--- src/hw/rtl/dcyf_pkg.sv ---
// Shared types, constants and date helper functions for the day-count / year-fraction block.
package dcyf_pkg;

    // Largest accepted calendar year
    localparam int unsigned MAX_YEAR = 9999;

    // Field widths
    localparam int unsigned CNT_W  = 22;
    localparam int unsigned FRAC_W = 46;
    localparam int unsigned SER_W  = 24;  // serial day numbers and raw counts

    localparam logic [CNT_W-1:0] COUNT_MAX = {CNT_W{1'b1}};

    // x / 25 for x < 8192 as (x * DIV25_MUL) >> DIV25_SHIFT
    localparam logic [15:0] DIV25_MUL   = 16'd41944;
    localparam int unsigned DIV25_SHIFT = 20;

    // 2^32 = D * Q + R; floor(R * n / D) via (R * n * M) >> RECIP_SHIFT
    localparam logic [23:0] Q365 = 24'd11767033;
    localparam logic [23:0] Q360 = 24'd11930464;
    localparam logic [8:0]  R365 = 9'd251;
    localparam logic [8:0]  R360 = 9'd256;
    localparam logic [31:0] M365 = 32'd3012360625;
    localparam logic [31:0] M360 = 32'd3054198967;
    localparam int unsigned RECIP_SHIFT = 40;

    // Days before the first of a month, counted from March 1
    localparam logic [8:0] CUM_DAYS [16] = '{
        9'd0,   9'd306, 9'd337, 9'd0,   9'd31,  9'd61,  9'd92,  9'd122,
        9'd153, 9'd184, 9'd214, 9'd245, 9'd275, 9'd0,   9'd0,   9'd0
    };

    typedef enum logic [1:0] {
        OP_ACT365 = 2'd0,
        OP_ACT360 = 2'd1,
        OP_30360  = 2'd2,
        OP_30E360 = 2'd3
    } t_op;

    typedef enum logic [1:0] {
        ST_OK       = 2'd0,
        ST_BAD_DATE = 2'd1,
        ST_ORDER    = 2'd2
    } t_status;

    // Word passed from the count pipeline to the fraction pipeline
    typedef struct packed {
        t_status          status;
        logic [CNT_W-1:0] count;
        logic             use360;
    } t_cnt_word;

    // floor(v / 100), v below 16784
    function automatic logic [7:0] div100(input logic [14:0] v);
        logic [29:0] prod;
        prod = 30'(v[14:2]) * 30'(DIV25_MUL);
        return prod[DIV25_SHIFT +: 8];
    endfunction

    // Gregorian leap rule; c is y / 100
    function automatic logic is_leap(input logic [13:0] y, input logic [7:0] c);
        logic not_century;
        not_century = (13'(y[13:2]) != 13'(c) * 13'd25);
        return (y[1:0] == 2'd0) && (not_century || (c[1:0] == 2'd0));
    endfunction

    function automatic logic [4:0] month_len(input logic [3:0] m, input logic leap);
        logic [4:0] len;
        unique case (m)
            4'd2:                     len = leap ? 5'd29 : 5'd28;
            4'd4, 4'd6, 4'd9, 4'd11:  len = 5'd30;
            default:                  len = 5'd31;
        endcase
        return len;
    endfunction

    function automatic logic date_ok(input logic [13:0] y, input logic [3:0] m,
                                     input logic [4:0] d, input logic [7:0] c);
        return (32'(y) <= MAX_YEAR) && (m >= 4'd1) && (m <= 4'd12) && (d >= 5'd1)
            && (d <= month_len(m, is_leap(y, c)));
    endfunction

    // Day number; yy is the March-based year plus 400, h is yy / 100
    function automatic logic [SER_W-1:0] serial_day(input logic [14:0] yy,
                                                    input logic [7:0] h,
                                                    input logic [3:0] m,
                                                    input logic [4:0] d);
        return SER_W'(yy) * SER_W'(365) + SER_W'(yy[14:2]) - SER_W'(h)
            + SER_W'(h[7:2]) + SER_W'(CUM_DAYS[m]) + SER_W'(d) - SER_W'(1);
    endfunction

endpackage

--- src/hw/rtl/dcyf_count.sv ---
// Three-stage pipeline: date capture, year division, validation and day count.
module dcyf_count (
    input  logic                i_clk,
    input  logic                i_rst_n,
    input  logic                i_valid,
    output logic                o_ready,
    input  logic [1:0]          i_opcode,
    input  logic [13:0]         i_start_year,
    input  logic [3:0]          i_start_month,
    input  logic [4:0]          i_start_day,
    input  logic [13:0]         i_end_year,
    input  logic [3:0]          i_end_month,
    input  logic [4:0]          i_end_day,
    output logic                o_valid,
    input  logic                i_ready,
    output dcyf_pkg::t_cnt_word o_word
);
    import dcyf_pkg::*;

    logic en1, en2, en3;

    // Stage 1: input capture
    logic        r_v1;
    t_op         r_op;
    logic [13:0] r_y1, r_y2;
    logic [3:0]  r_m1, r_m2;
    logic [4:0]  r_d1, r_d2;

    // Stage 2: March-based years and their divisions by 100
    logic        r_v2;
    t_op         r2_op;
    logic [13:0] r2_y1, r2_y2;
    logic [3:0]  r2_m1, r2_m2;
    logic [4:0]  r2_d1, r2_d2;
    logic [14:0] r2_yy1, r2_yy2;
    logic [7:0]  r2_h1, r2_h2, r2_c1, r2_c2;
    logic        r2_lt;
    logic [14:0] n_yy1, n_yy2;

    // Stage 3: result word
    logic        r_v3;
    t_cnt_word   r_word, n_word;

    logic [4:0]       adj_a, adj_b;
    logic [SER_W-1:0] ser1, ser2, cnt_act, cnt_30, cnt_raw;
    logic [CNT_W-1:0] cnt_sat;
    logic             ok1, ok2;

    // Pipeline advance: a stage loads when empty or when its word moves on
    assign en3     = !r_v3 || i_ready;
    assign en2     = !r_v2 || en3;
    assign en1     = !r_v1 || en2;
    assign o_ready = en1;

    always_ff @(posedge i_clk) begin
        if (!i_rst_n) begin
            r_v1 <= 1'b0;
        end else if (en1) begin
            r_v1 <= i_valid;
        end
    end

    always_ff @(posedge i_clk) begin
        if (en1) begin
            r_op <= t_op'(i_opcode);
            r_y1 <= i_start_year;
            r_m1 <= i_start_month;
            r_d1 <= i_start_day;
            r_y2 <= i_end_year;
            r_m2 <= i_end_month;
            r_d2 <= i_end_day;
        end
    end

    // Years counted from March, offset by 400 so nothing goes negative
    assign n_yy1 = 15'(r_y1) + 15'd400 - ((r_m1 <= 4'd2) ? 15'd1 : 15'd0);
    assign n_yy2 = 15'(r_y2) + 15'd400 - ((r_m2 <= 4'd2) ? 15'd1 : 15'd0);

    always_ff @(posedge i_clk) begin
        if (!i_rst_n) begin
            r_v2 <= 1'b0;
        end else if (en2) begin
            r_v2 <= r_v1;
        end
    end

    always_ff @(posedge i_clk) begin
        if (en2) begin
            r2_op  <= r_op;
            r2_y1  <= r_y1;
            r2_m1  <= r_m1;
            r2_d1  <= r_d1;
            r2_y2  <= r_y2;
            r2_m2  <= r_m2;
            r2_d2  <= r_d2;
            r2_yy1 <= n_yy1;
            r2_yy2 <= n_yy2;
            r2_h1  <= div100(n_yy1);
            r2_h2  <= div100(n_yy2);
            r2_c1  <= div100(15'(r_y1));
            r2_c2  <= div100(15'(r_y2));
            r2_lt  <= ({r_y2, r_m2, r_d2} < {r_y1, r_m1, r_d1});
        end
    end

    // Date checks
    assign ok1 = date_ok(r2_y1, r2_m1, r2_d1, r2_c1);
    assign ok2 = date_ok(r2_y2, r2_m2, r2_d2, r2_c2);

    // Actual day count
    assign ser1    = serial_day(r2_yy1, r2_h1, r2_m1, r2_d1);
    assign ser2    = serial_day(r2_yy2, r2_h2, r2_m2, r2_d2);
    assign cnt_act = ser2 - ser1;

    // 30/360 day adjustments; 30E/360 caps both days
    assign adj_a = (r2_d1 == 5'd31) ? 5'd30 : r2_d1;
    assign adj_b = ((r2_d2 == 5'd31) && ((r2_op == OP_30E360) || (adj_a == 5'd30)))
                 ? 5'd30 : r2_d2;

    // Modulo arithmetic is exact here since ordered dates keep the sum small
    assign cnt_30 = (SER_W'(r2_y2) - SER_W'(r2_y1)) * SER_W'(360)
                  + SER_W'(r2_m2) * SER_W'(30) + SER_W'(adj_b)
                  - SER_W'(r2_m1) * SER_W'(30) - SER_W'(adj_a);

    assign cnt_raw = ((r2_op == OP_ACT365) || (r2_op == OP_ACT360)) ? cnt_act : cnt_30;
    assign cnt_sat = (cnt_raw > SER_W'(COUNT_MAX)) ? COUNT_MAX : cnt_raw[CNT_W-1:0];

    // Status priority: bad date, then order
    always_comb begin
        n_word.use360 = (r2_op != OP_ACT365);
        priority if (!ok1 || !ok2) begin
            n_word.status = ST_BAD_DATE;
            n_word.count  = '0;
        end else if (r2_lt) begin
            n_word.status = ST_ORDER;
            n_word.count  = '0;
        end else begin
            n_word.status = ST_OK;
            n_word.count  = cnt_sat;
        end
    end

    always_ff @(posedge i_clk) begin
        if (!i_rst_n) begin
            r_v3 <= 1'b0;
        end else if (en3) begin
            r_v3 <= r_v2;
        end
    end

    always_ff @(posedge i_clk) begin
        if (en3) begin
            r_word <= n_word;
        end
    end

    assign o_valid = r_v3;
    assign o_word  = r_word;

    // Reset empties the pipeline
    a_reset_empty: assert property (@(posedge i_clk) !i_rst_n |=> !o_valid)
        else $error("count pipeline not empty after reset");

    // Error words carry a zero count
    a_err_zero: assert property (@(posedge i_clk) disable iff (!i_rst_n)
        o_valid && (o_word.status != ST_OK) |-> (o_word.count == '0))
        else $error("nonzero count on error word");

    // Input stalls only when every stage is occupied
    a_stall_full: assert property (@(posedge i_clk) disable iff (!i_rst_n)
        !o_ready |-> (r_v1 && r_v2 && r_v3))
        else $error("input stalled with an empty stage");

endmodule

--- src/hw/rtl/dcyf_frac.sv ---
// Three-stage pipeline turning a day count into a UQ14.32 year fraction.
module dcyf_frac (
    input  logic                i_clk,
    input  logic                i_rst_n,
    input  logic                i_valid,
    output logic                o_ready,
    input  dcyf_pkg::t_cnt_word i_word,
    output logic                o_valid,
    input  logic                i_ready,
    output logic [1:0]          o_status,
    output logic [21:0]         o_day_count,
    output logic [45:0]         o_year_fraction
);
    import dcyf_pkg::*;

    logic en4, en5, en6;

    // Stage 4: count * Q and count * R
    logic              r_v4;
    t_status           r4_status;
    logic [CNT_W-1:0]  r4_count;
    logic              r4_use360;
    logic [FRAC_W-1:0] r4_p1;
    logic [30:0]       r4_x;

    // Stage 5: floor(count * R / D) by reciprocal
    logic              r_v5;
    t_status           r5_status;
    logic [CNT_W-1:0]  r5_count;
    logic [FRAC_W-1:0] r5_p1;
    logic [22:0]       r5_y;
    logic [62:0]       prod_m;

    // Stage 6: output register
    logic              r_v6;
    t_status           r6_status;
    logic [CNT_W-1:0]  r6_count;
    logic [FRAC_W-1:0] r6_frac;

    assign en6     = !r_v6 || i_ready;
    assign en5     = !r_v5 || en6;
    assign en4     = !r_v4 || en5;
    assign o_ready = en4;

    always_ff @(posedge i_clk) begin
        if (!i_rst_n) begin
            r_v4 <= 1'b0;
            r_v5 <= 1'b0;
            r_v6 <= 1'b0;
        end else begin
            if (en4) r_v4 <= i_valid;
            if (en5) r_v5 <= r_v4;
            if (en6) r_v6 <= r_v5;
        end
    end

    // Split 2^32 / D into quotient and remainder parts
    always_ff @(posedge i_clk) begin
        if (en4) begin
            r4_status <= i_word.status;
            r4_count  <= i_word.count;
            r4_use360 <= i_word.use360;
            r4_p1     <= FRAC_W'(i_word.count) * FRAC_W'(i_word.use360 ? Q360 : Q365);
            r4_x      <= 31'(i_word.count) * 31'(i_word.use360 ? R360 : R365);
        end
    end

    assign prod_m = 63'(r4_x) * 63'(r4_use360 ? M360 : M365);

    always_ff @(posedge i_clk) begin
        if (en5) begin
            r5_status <= r4_status;
            r5_count  <= r4_count;
            r5_p1     <= r4_p1;
            r5_y      <= prod_m[RECIP_SHIFT +: 23];
        end
    end

    always_ff @(posedge i_clk) begin
        if (en6) begin
            r6_status <= r5_status;
            r6_count  <= r5_count;
            r6_frac   <= r5_p1 + FRAC_W'(r5_y);
        end
    end

    assign o_valid         = r_v6;
    assign o_status        = r6_status;
    assign o_day_count     = r6_count;
    assign o_year_fraction = r6_frac;

    // Divisor is at least 360, so the integer part never exceeds the count
    a_int_bound: assert property (@(posedge i_clk) disable iff (!i_rst_n)
        o_valid |-> (o_year_fraction[45:32] <= o_day_count))
        else $error("year fraction integer part above day count");

    // Zero count gives zero fraction
    a_zero_frac: assert property (@(posedge i_clk) disable iff (!i_rst_n)
        o_valid && (o_day_count == '0) |-> (o_year_fraction == '0))
        else $error("nonzero fraction for zero count");

    // A nonzero count gives a nonzero fraction
    a_nonzero_frac: assert property (@(posedge i_clk) disable iff (!i_rst_n)
        o_valid && (o_day_count != '0) |-> (o_year_fraction != '0))
        else $error("zero fraction for nonzero count");

endmodule

--- src/hw/rtl/day_count_year_fraction.sv ---
// Top level of the day-count / year-fraction block: count pipeline feeding fraction pipeline.
// A word accepted at the input passes through every pipeline register in turn before it is presented on the output.
// Throughput: one word per cycle while the output is not stalled; six pipeline registers, each with its own valid bit.
// Output stall backs up stage by stage; the input stalls only when all stages are full.
// Reset (synchronous, active low) clears every valid bit; payload registers are not reset.
module day_count_year_fraction (
    input  logic        i_clk,
    input  logic        i_rst_n,
    input  logic        i_valid,
    output logic        o_ready,
    input  logic [1:0]  i_opcode,
    input  logic [13:0] i_start_year,
    input  logic [3:0]  i_start_month,
    input  logic [4:0]  i_start_day,
    input  logic [13:0] i_end_year,
    input  logic [3:0]  i_end_month,
    input  logic [4:0]  i_end_day,
    output logic        o_valid,
    input  logic        i_ready,
    output logic [1:0]  o_status,
    output logic [21:0] o_day_count,
    output logic [45:0] o_year_fraction
);
    import dcyf_pkg::*;

    t_cnt_word cnt_word;
    logic      cnt_valid;
    logic      cnt_ready;

    // Date checks and day count
    dcyf_count u_count (
        .i_clk         (i_clk),
        .i_rst_n       (i_rst_n),
        .i_valid       (i_valid),
        .o_ready       (o_ready),
        .i_opcode      (i_opcode),
        .i_start_year  (i_start_year),
        .i_start_month (i_start_month),
        .i_start_day   (i_start_day),
        .i_end_year    (i_end_year),
        .i_end_month   (i_end_month),
        .i_end_day     (i_end_day),
        .o_valid       (cnt_valid),
        .i_ready       (cnt_ready),
        .o_word        (cnt_word)
    );

    // Year fraction
    dcyf_frac u_frac (
        .i_clk           (i_clk),
        .i_rst_n         (i_rst_n),
        .i_valid         (cnt_valid),
        .o_ready         (cnt_ready),
        .i_word          (cnt_word),
        .o_valid         (o_valid),
        .i_ready         (i_ready),
        .o_status        (o_status),
        .o_day_count     (o_day_count),
        .o_year_fraction (o_year_fraction)
    );

endmodule

--- config.mk ---
export PLATFORM = sky130hd
export DESIGN_NAME = day_count_year_fraction
export DESIGN_NICKNAME = d
export VERILOG_FILES = /design/src/hw/rtl/dcyf_pkg.sv /design/src/hw/rtl/dcyf_count.sv /design/src/hw/rtl/dcyf_frac.sv /design/src/hw/rtl/day_count_year_fraction.sv
export SDC_FILE = /design/constraint.sdc
export NUM_CORES = 2
export LEC_CHECK = 0
export ABC_CLOCK_PERIOD_IN_PS = 10850
export CAP_MARGIN = 15
export CORE_UTILIZATION = 52
export CTS_CLUSTER_DIAMETER = 150
export DETAILED_ROUTE_END_ITERATION = 16
export DONT_BUFFER_PORTS = 1
export HOLD_SLACK_MARGIN = 0.1
export PLACE_DENSITY = 0.7
export SLEW_MARGIN = 0
export SYNTH_ARGS = -nofsm -noshare
export SYNTH_HDL_FRONTEND = slang
export SYNTH_SLANG_ARGS = --single-unit
--- constraint.sdc ---
create_clock -name i_clk -period 10.85 [get_ports i_clk]
set_input_delay 2.17 -clock i_clk [delete_from_list [all_inputs] [get_ports i_clk]]
set_output_delay 2.17 -clock i_clk [all_outputs]
set_load 0.005 [all_outputs]
# After elaboration in Yosys (flattened, before gate mapping)

Memory sizes are Yosys's and may differ from the RTL's.
Cells that the tools add are included.

Bits in registers: 455
Bits in read-only memories: 288
Input bits: 52
Word-level logic and storage cells: 173
Memories: 2

Memory list:

| memory          | depth | width | read ports | clocked after Yosys merged registers in | wr ports | line           | source |
|---|---|---|---|---|---|---|---|
| (no name shown) | 16    | 9     | 1          | 0                                       | 0        | dcyf_pkg.sv:89 | `+ SER_W'(h[7:2]) + SER_W'(CUM_DAYS[m]) + SER_W'(d) - SER_W'(1);` |
| (no name shown) | 16    | 9     | 1          | 0                                       | 0        | dcyf_pkg.sv:89 |  |

Add/sub/neg operators: 23
Multipliers: 14
Order comparisons: 16
Equal/unequal tests: 17
Multiplexer cells: 18
Bitwise logic cells: 2
Reductions and logical operators: 39

Operator list:

| cell                     | number |
|---|---|
| $add A24 B5 Y24          | 3 |
| $add A24 B9 Y24          | 3 |
| $mul A31 B63 Y63         | 1 |
| $mul A12 B13 Y25 const B | 2 |
| $mul A13 B13 Y25 const B | 2 |
| $add A24 B13 Y24         | 2 |
| $add A24 B6 Y24          | 2 |
| $mul A15 B9 Y24 const B  | 2 |
| $mux W24                 | 2 |
| $sub A24 B1 Y24 const B  | 2 |
| $sub A24 B8 Y24          | 2 |
| $add A46 B23 Y46         | 1 |
| $mul A22 B46 Y46         | 1 |
| $mux W9                  | 5 |
| $mul A22 B31 Y31         | 1 |
| $add A14 B9 Y15 const B  | 2 |
| $sub A15 B15 Y15         | 2 |
| $le A14 B14 Y1 const B   | 2 |
| $mux W27                 | 1 |
| $mul A8 B5 Y13 const B   | 2 |
| $ne A12 B13 Y1           | 2 |
| $gt A24 B22 Y1 const B   | 1 |
| $mul A24 B6 Y21 const B  | 1 |
| $sub A24 B24 Y24         | 1 |
| other kinds (30)         | 84 |

# Depth between registers and ports, before layout

Depth after elaboration: 13
Depth in mapped cells: 37
Depth with buffers taken out: 36

# Modules after synthesis

From an unflattened synthesis, not the netlist that was laid out.

Cells, all modules: 7,659
Area total of the unflattened synthesis: 82,049.9 µm²

By module, submodules not included:

| module     | instances | cells each | area an instance (µm²) | seq. area each (µm²) |
|---|---|---|---|---|
| dcyf_frac  | 1         | 4,309      | 47,062.6               | 7,987.7 |
| dcyf_count | 1         | 3,350      | 34,987.3               | 5,585.4 |

# Least setup slack after synthesis

No wires, ideal clock.

Path kind: flip-flop to flip-flop
Start point: register u_count.r2_m1[1]
End point: register u_count.r_word (netlist bit u_count.o_word[9]), data pin
Library setup time: 0.146 ns
Data arrival time: 7.638 ns
Required time: 10.704 ns
Setup slack: 3.066 ns
Stages on the path, launching flop included: 27
Path buffers: 2
Clock period less this slack: 7.784 ns
Path through: edfxtp_1 -> inv_1 -> ha_1 -> inv_1 -> mux4_2 -> fa_1 -> fa_1 -> fa_1 -> fa_1 -> fa_1 -> fa_1 -> fa_1 -> inv_1 -> ha_1 -> fa_1 -> a21oi_1 -> nor2b_1 -> a21oi_1 -> o221ai_1 -> a21oi_1 -> a2111oi_0 -> a31oi_1 -> and3_1 -> buf_2 -> clkbuf_1 -> o21ai_0 -> a21oi_1

Longest elaborated chain between the ends: 11
Elaborated cells on any way between the ends: 31
Classes of those cells: add/sub: 6; mul: 1; order compare: 4; eq/ne: 5; mux: 5; bitwise: 1; reduce/logical: 8; memory: 1

Ends and longest elaborated chain:

| item                                        | line              | source |
|---|---|---|
| from (decl)                                 | dcyf_count.sv:33  | `logic [3:0] r2_m1, r2_m2;` |
| from (signal assigned)                      | dcyf_count.sv:91  | `r2_m1 <= r_m1;` |
| $not A4 Y5 (implied by the code)            | dcyf_pkg.sv:89    |  |
| $mem_v2 Z16 W9                              | n/a               |  |
| $mux W9 (implied by the code) (2 in series) | dcyf_pkg.sv:89    |  |
| $add A24 B9 Y24                             | dcyf_pkg.sv:89    |  |
| $add A24 B5 Y24                             | dcyf_pkg.sv:89    |  |
| $sub A24 B1 Y24                             | dcyf_pkg.sv:89    |  |
| $sub A24 B24 Y24                            | dcyf_count.sv:113 | `assign cnt_act = ser2 - ser1;` |
| $mux W24                                    | dcyf_count.sv:125 | `assign cnt_raw = ((r2_op == OP_ACT365) \|\| (r2_op == OP_ACT360)) ? cnt_act : cnt_30;` |
| $gt A24 B22 Y1                              | dcyf_count.sv:126 | `assign cnt_sat = (cnt_raw > SER_W'(COUNT_MAX)) ? COUNT_MAX : cnt_raw[CNT_W-1:0];` |
| $mux W22                                    | dcyf_count.sv:126 |  |
| to (signal assigned)                        | dcyf_count.sv:153 | `r_word <= n_word;` |
| to (decl)                                   | dcyf_count.sv:42  | `t_cnt_word r_word, n_word;` |

Parallel ways exist; a longest one is shown, timed or not. The select of a mux whose other input is x is not followed.
A chain may end at the register's enable or synchronous reset.

# Final worst setup path

Start point: register u_count.r2_m1[1]
End point: register u_count.r_word (netlist bit u_count.o_word[20]), data pin

The elaborated chain is that of the path after synthesis.

==> results.cfg <==
[run_status]
outcome = complete, no violations

[logic_synthesis]
synth_edf_count = 448
ys_types = 90
yosysTopAreaCell = fa_1
syn-num-nets = 10591
ys_seq_area_share_pct = 16.63
synthArstFlopShare_pct = 0
syn_area_per_cell_sq_um = 10.76
synth_area_leaders = fa_1 34%, ha_1 24%, edfxtp_1 16%, inv_1 11%, xnor2_1 2.3%
synthFlopType = edfxtp_1
yosysTopAreaCellShare_pct = 34.34
netlist_instances = 7586
ys_ff_latch = 454
yosysWarnings = 0
syn_area_sq_mm = 0.08162

[worst_setup_path]
r2r-start = u_count.r2_m1[1]
ff2ff_setup_slack_ps = 1820
critical_path_required_ps = 11300
reg2reg_depth = 24
crit_type = reg2reg
path_cells = inv_1 > ha_1 > inv_1 > mux4_2 > fa_1 > fa_1 > fa_1 > fa_1 > fa_1 > fa_1 > fa_1 > inv_1 > ha_1 > fa_1 > a21oi_1 > nor2b_1 > a21oi_1 > o221ai_1 > a21oi_1 > a2111oi_0 > mux2i_1 > and3_1 > o21ai_1 > a21oi_1
slowest_delay_ps = 600
cp-start-kind = flop
worstPathArrival_ps = 9490
slowest_stage = edfxtp_1
crit_fanout = 18
r2r_end = u_count.o_word[20]
end_kind = flop
critPathMostFrequentCell = fa_1

[global_routing]
grt_max_degree = 78
antenna_found_initial = 4
grtUsageTotal_pct = 25.17
grt_pass1_wl_mm = 307.9
globalRouteOverflowTotal = 0
grt_pass1_vias = 55620

[floorplan]
coreArea_sq_mm = 0.1560
die_h_um = 398.2
die_w_um = 398.2
io_pins = 124
row_count = 145
dieArea_sq_mm = 0.1585
start_util_pct = 52.31

[layout]
antenna_cells = 0
final_cell_mix = 2286 x inv_1, 1553 x ha_1, 1400 x fa_1
final_common_cell = inv_1
nets = 10626
syn_to_final_growth_pct = 5.401
final_layout_size_suffix_gt1_share_pct = 2.417

[hold_path]
hold_class = reg2reg
hold_path_end = u_frac.r5_count[18]
min_delay_path_depth = 0
min-delay-start = u_frac.r4_count[18]

[timing]
tightest_slew_ps = 1189
fin_skew_ps = 24.55
fin_crit_sh_pct = 83.27
setup_slack_ps = 1815
hold_viol_final = 0
rsz0062_at_grt = false
clock.fmax_ghz = 0.1107
min_period_ps = 9035
maxSlewViolCount = 0
setup_violations = 0
relSlewSlack_pct = 20.14
tns_ps = 0

[drt]
drt_iter0_drc = 2871
drc = 0
vias = 50947
wire_per_inst_um = 19.81
ant_nets = 0
firstDrtPassIters = 6
via_per_inst = 5.245
wl_mm = 192.4

[clock_network]
htreeDepth = 2
cts_setup_buffers = 0
cts.sinks = 454
insertion_delay_ps = 630
cts_buffers = 48
cts-root-buf = clkbuf_16
cts_resized = 0
cts.hold.buffers_added = 0
cts.reportedPaths.clkPinSlew_ps = 60
ctsLongestPathBuffers = 3
cts_tree = yes

[run]
maxCapViolCount = 0

[place]
dp_slack_ps = 1946
portBuffers = 0
globalplace.congestion = 1.008
dp_hpwl_mm = 169.5
## state kept, by name, indices dropped and copies added, names as in the netlist, 8 cells and up
signal                  cells
u_frac.r4_count            22
u_count.r2_y2              14
u_frac.r5_y                23
u_count.r_y2               14
u_frac.r4_x                31
u_count.r2_c1               8
u_count.r2_h1               8
u_count.r_y1               14
u_count.r2_c2               8
u_count.r2_yy1             15
u_frac.o_year_fraction     46
u_count.r2_y1              14
u_frac.r5_p1               46
u_count.r2_h2               8
u_frac.r4_p1               45
u_count.r2_yy2             15
u_frac.o_day_count         22
u_frac.r5_count            22
u_count.o_word             25
## cell type report
type,instances,area [sq um]
clock buffer,52,1237
inverter,2288,8592
multi-input combinational,4786,59250
sequential,454,13570
clock inverter,32,470.5
tap,2058,2575
fill,13382,70000
timing repair buffer,43,322.8
## per-layer routing
layer / vias up / wire length (um) / track usage (%)
met5: - / 43 / 0
met4: 6 / 4896 / 5.720
met3: 234 / 10720 / 3.588
met2: 1263 / 92030 / 42.58
met1: 25546 / 84700 / 34.20
li1: 23898 / - / -
## critical path: cells and delay by family (launching register included)
| kind | cells | cell delay [ps] |
|---|---|---|
| and+or+nand+nor | 2 | 660 |
| muxes | 2 | 650 |
| adders and majority gates | 10 | 4660 |
| AOI/OAI and AO/OA | 7 | 1930 |
| DFF | 1 | 600 |
| buffers and inverters | 3 | 350 |
## logic make-up (layout without fill, tap and decap cells)
kind of cell / count (synthesis) / in the layout / share of synthesized area, %
adder cells (fa/ha/maj): 2953 / 2953 / 58.15
multiplexers: 9 / 9 / 0.1564
other: 1 / 1 / 0.004595
XOR/XNOR: 312 / 312 / 3.374
AND/OR/NAND/NOR: 758 / 758 / 4.686
buffers and inverters: 2346 / 2415 / 10.80
AO/OA/AOI/OAI: 753 / 753 / 6.201
flip-flops: 454 / 454 / 16.63
## worst max-delay path by stage
stage	from	to	slack (ps)
finish	u_count.r2_m1[1]	u_count.o_word[20]	1820
CTS	u_count.r2_m1[1]	u_count.o_word[20]	1890
detailed placement	u_count.r2_m1[1]	u_count.o_word[20]	1950
global route	u_count.r2_m1[1]	u_count.o_word[20]	1330
floorplan	u_count.r2_m1[1]	u_count.o_word[9]	3070
global placement	u_frac.r4_use360	u_frac.r5_y[8]	2070
## through the flow
| stage | cells | utilization, % | cell area, sq um | hold slack, ps |
|---|---|---|---|---|
| 2_1_floorplan | 7586 | - | 81620 | 400.3 |
| 3_3_place_gp | 9629 | 54.04 | 84320 | 400.7 |
| 3_5_place_dp | 9629 | 54.04 | 84320 | 404.5 |
| 4_1_cts | 9713 | 55.14 | 86030 | 409.4 |
| 5_1_grt | 9713 | 55.14 | 86030 | 409.1 |
| 6_report | 9713 | 55.14 | 86030 | 412.2 |
## synthesized netlist by cell type, types with 10 or more instances
cell type	count
a211o_1	18
a211oi_1	34
a21boi_0	10
a21o_1	142
a21oi_1	217
a31oi_1	20
and2_1	40
and3_1	37
clkbuf_1	55
edfxtp_1	448
fa_1	1400
ha_1	1553
inv_1	2288
nand2_1	161
nand2b_1	65
nand3_1	63
nand4_1	29
nor2_1	170
nor2b_1	54
nor3_1	48
nor4_1	15
o211ai_1	13
o21a_1	37
o21ai_0	121
o21bai_1	28
or2_2	30
or3_1	18
xnor2_1	215
xor2_1	95
Power is left out: the tool's default activity adds up to more than one toggle a clock period on the data nets, which glitch-free logic cannot reach.
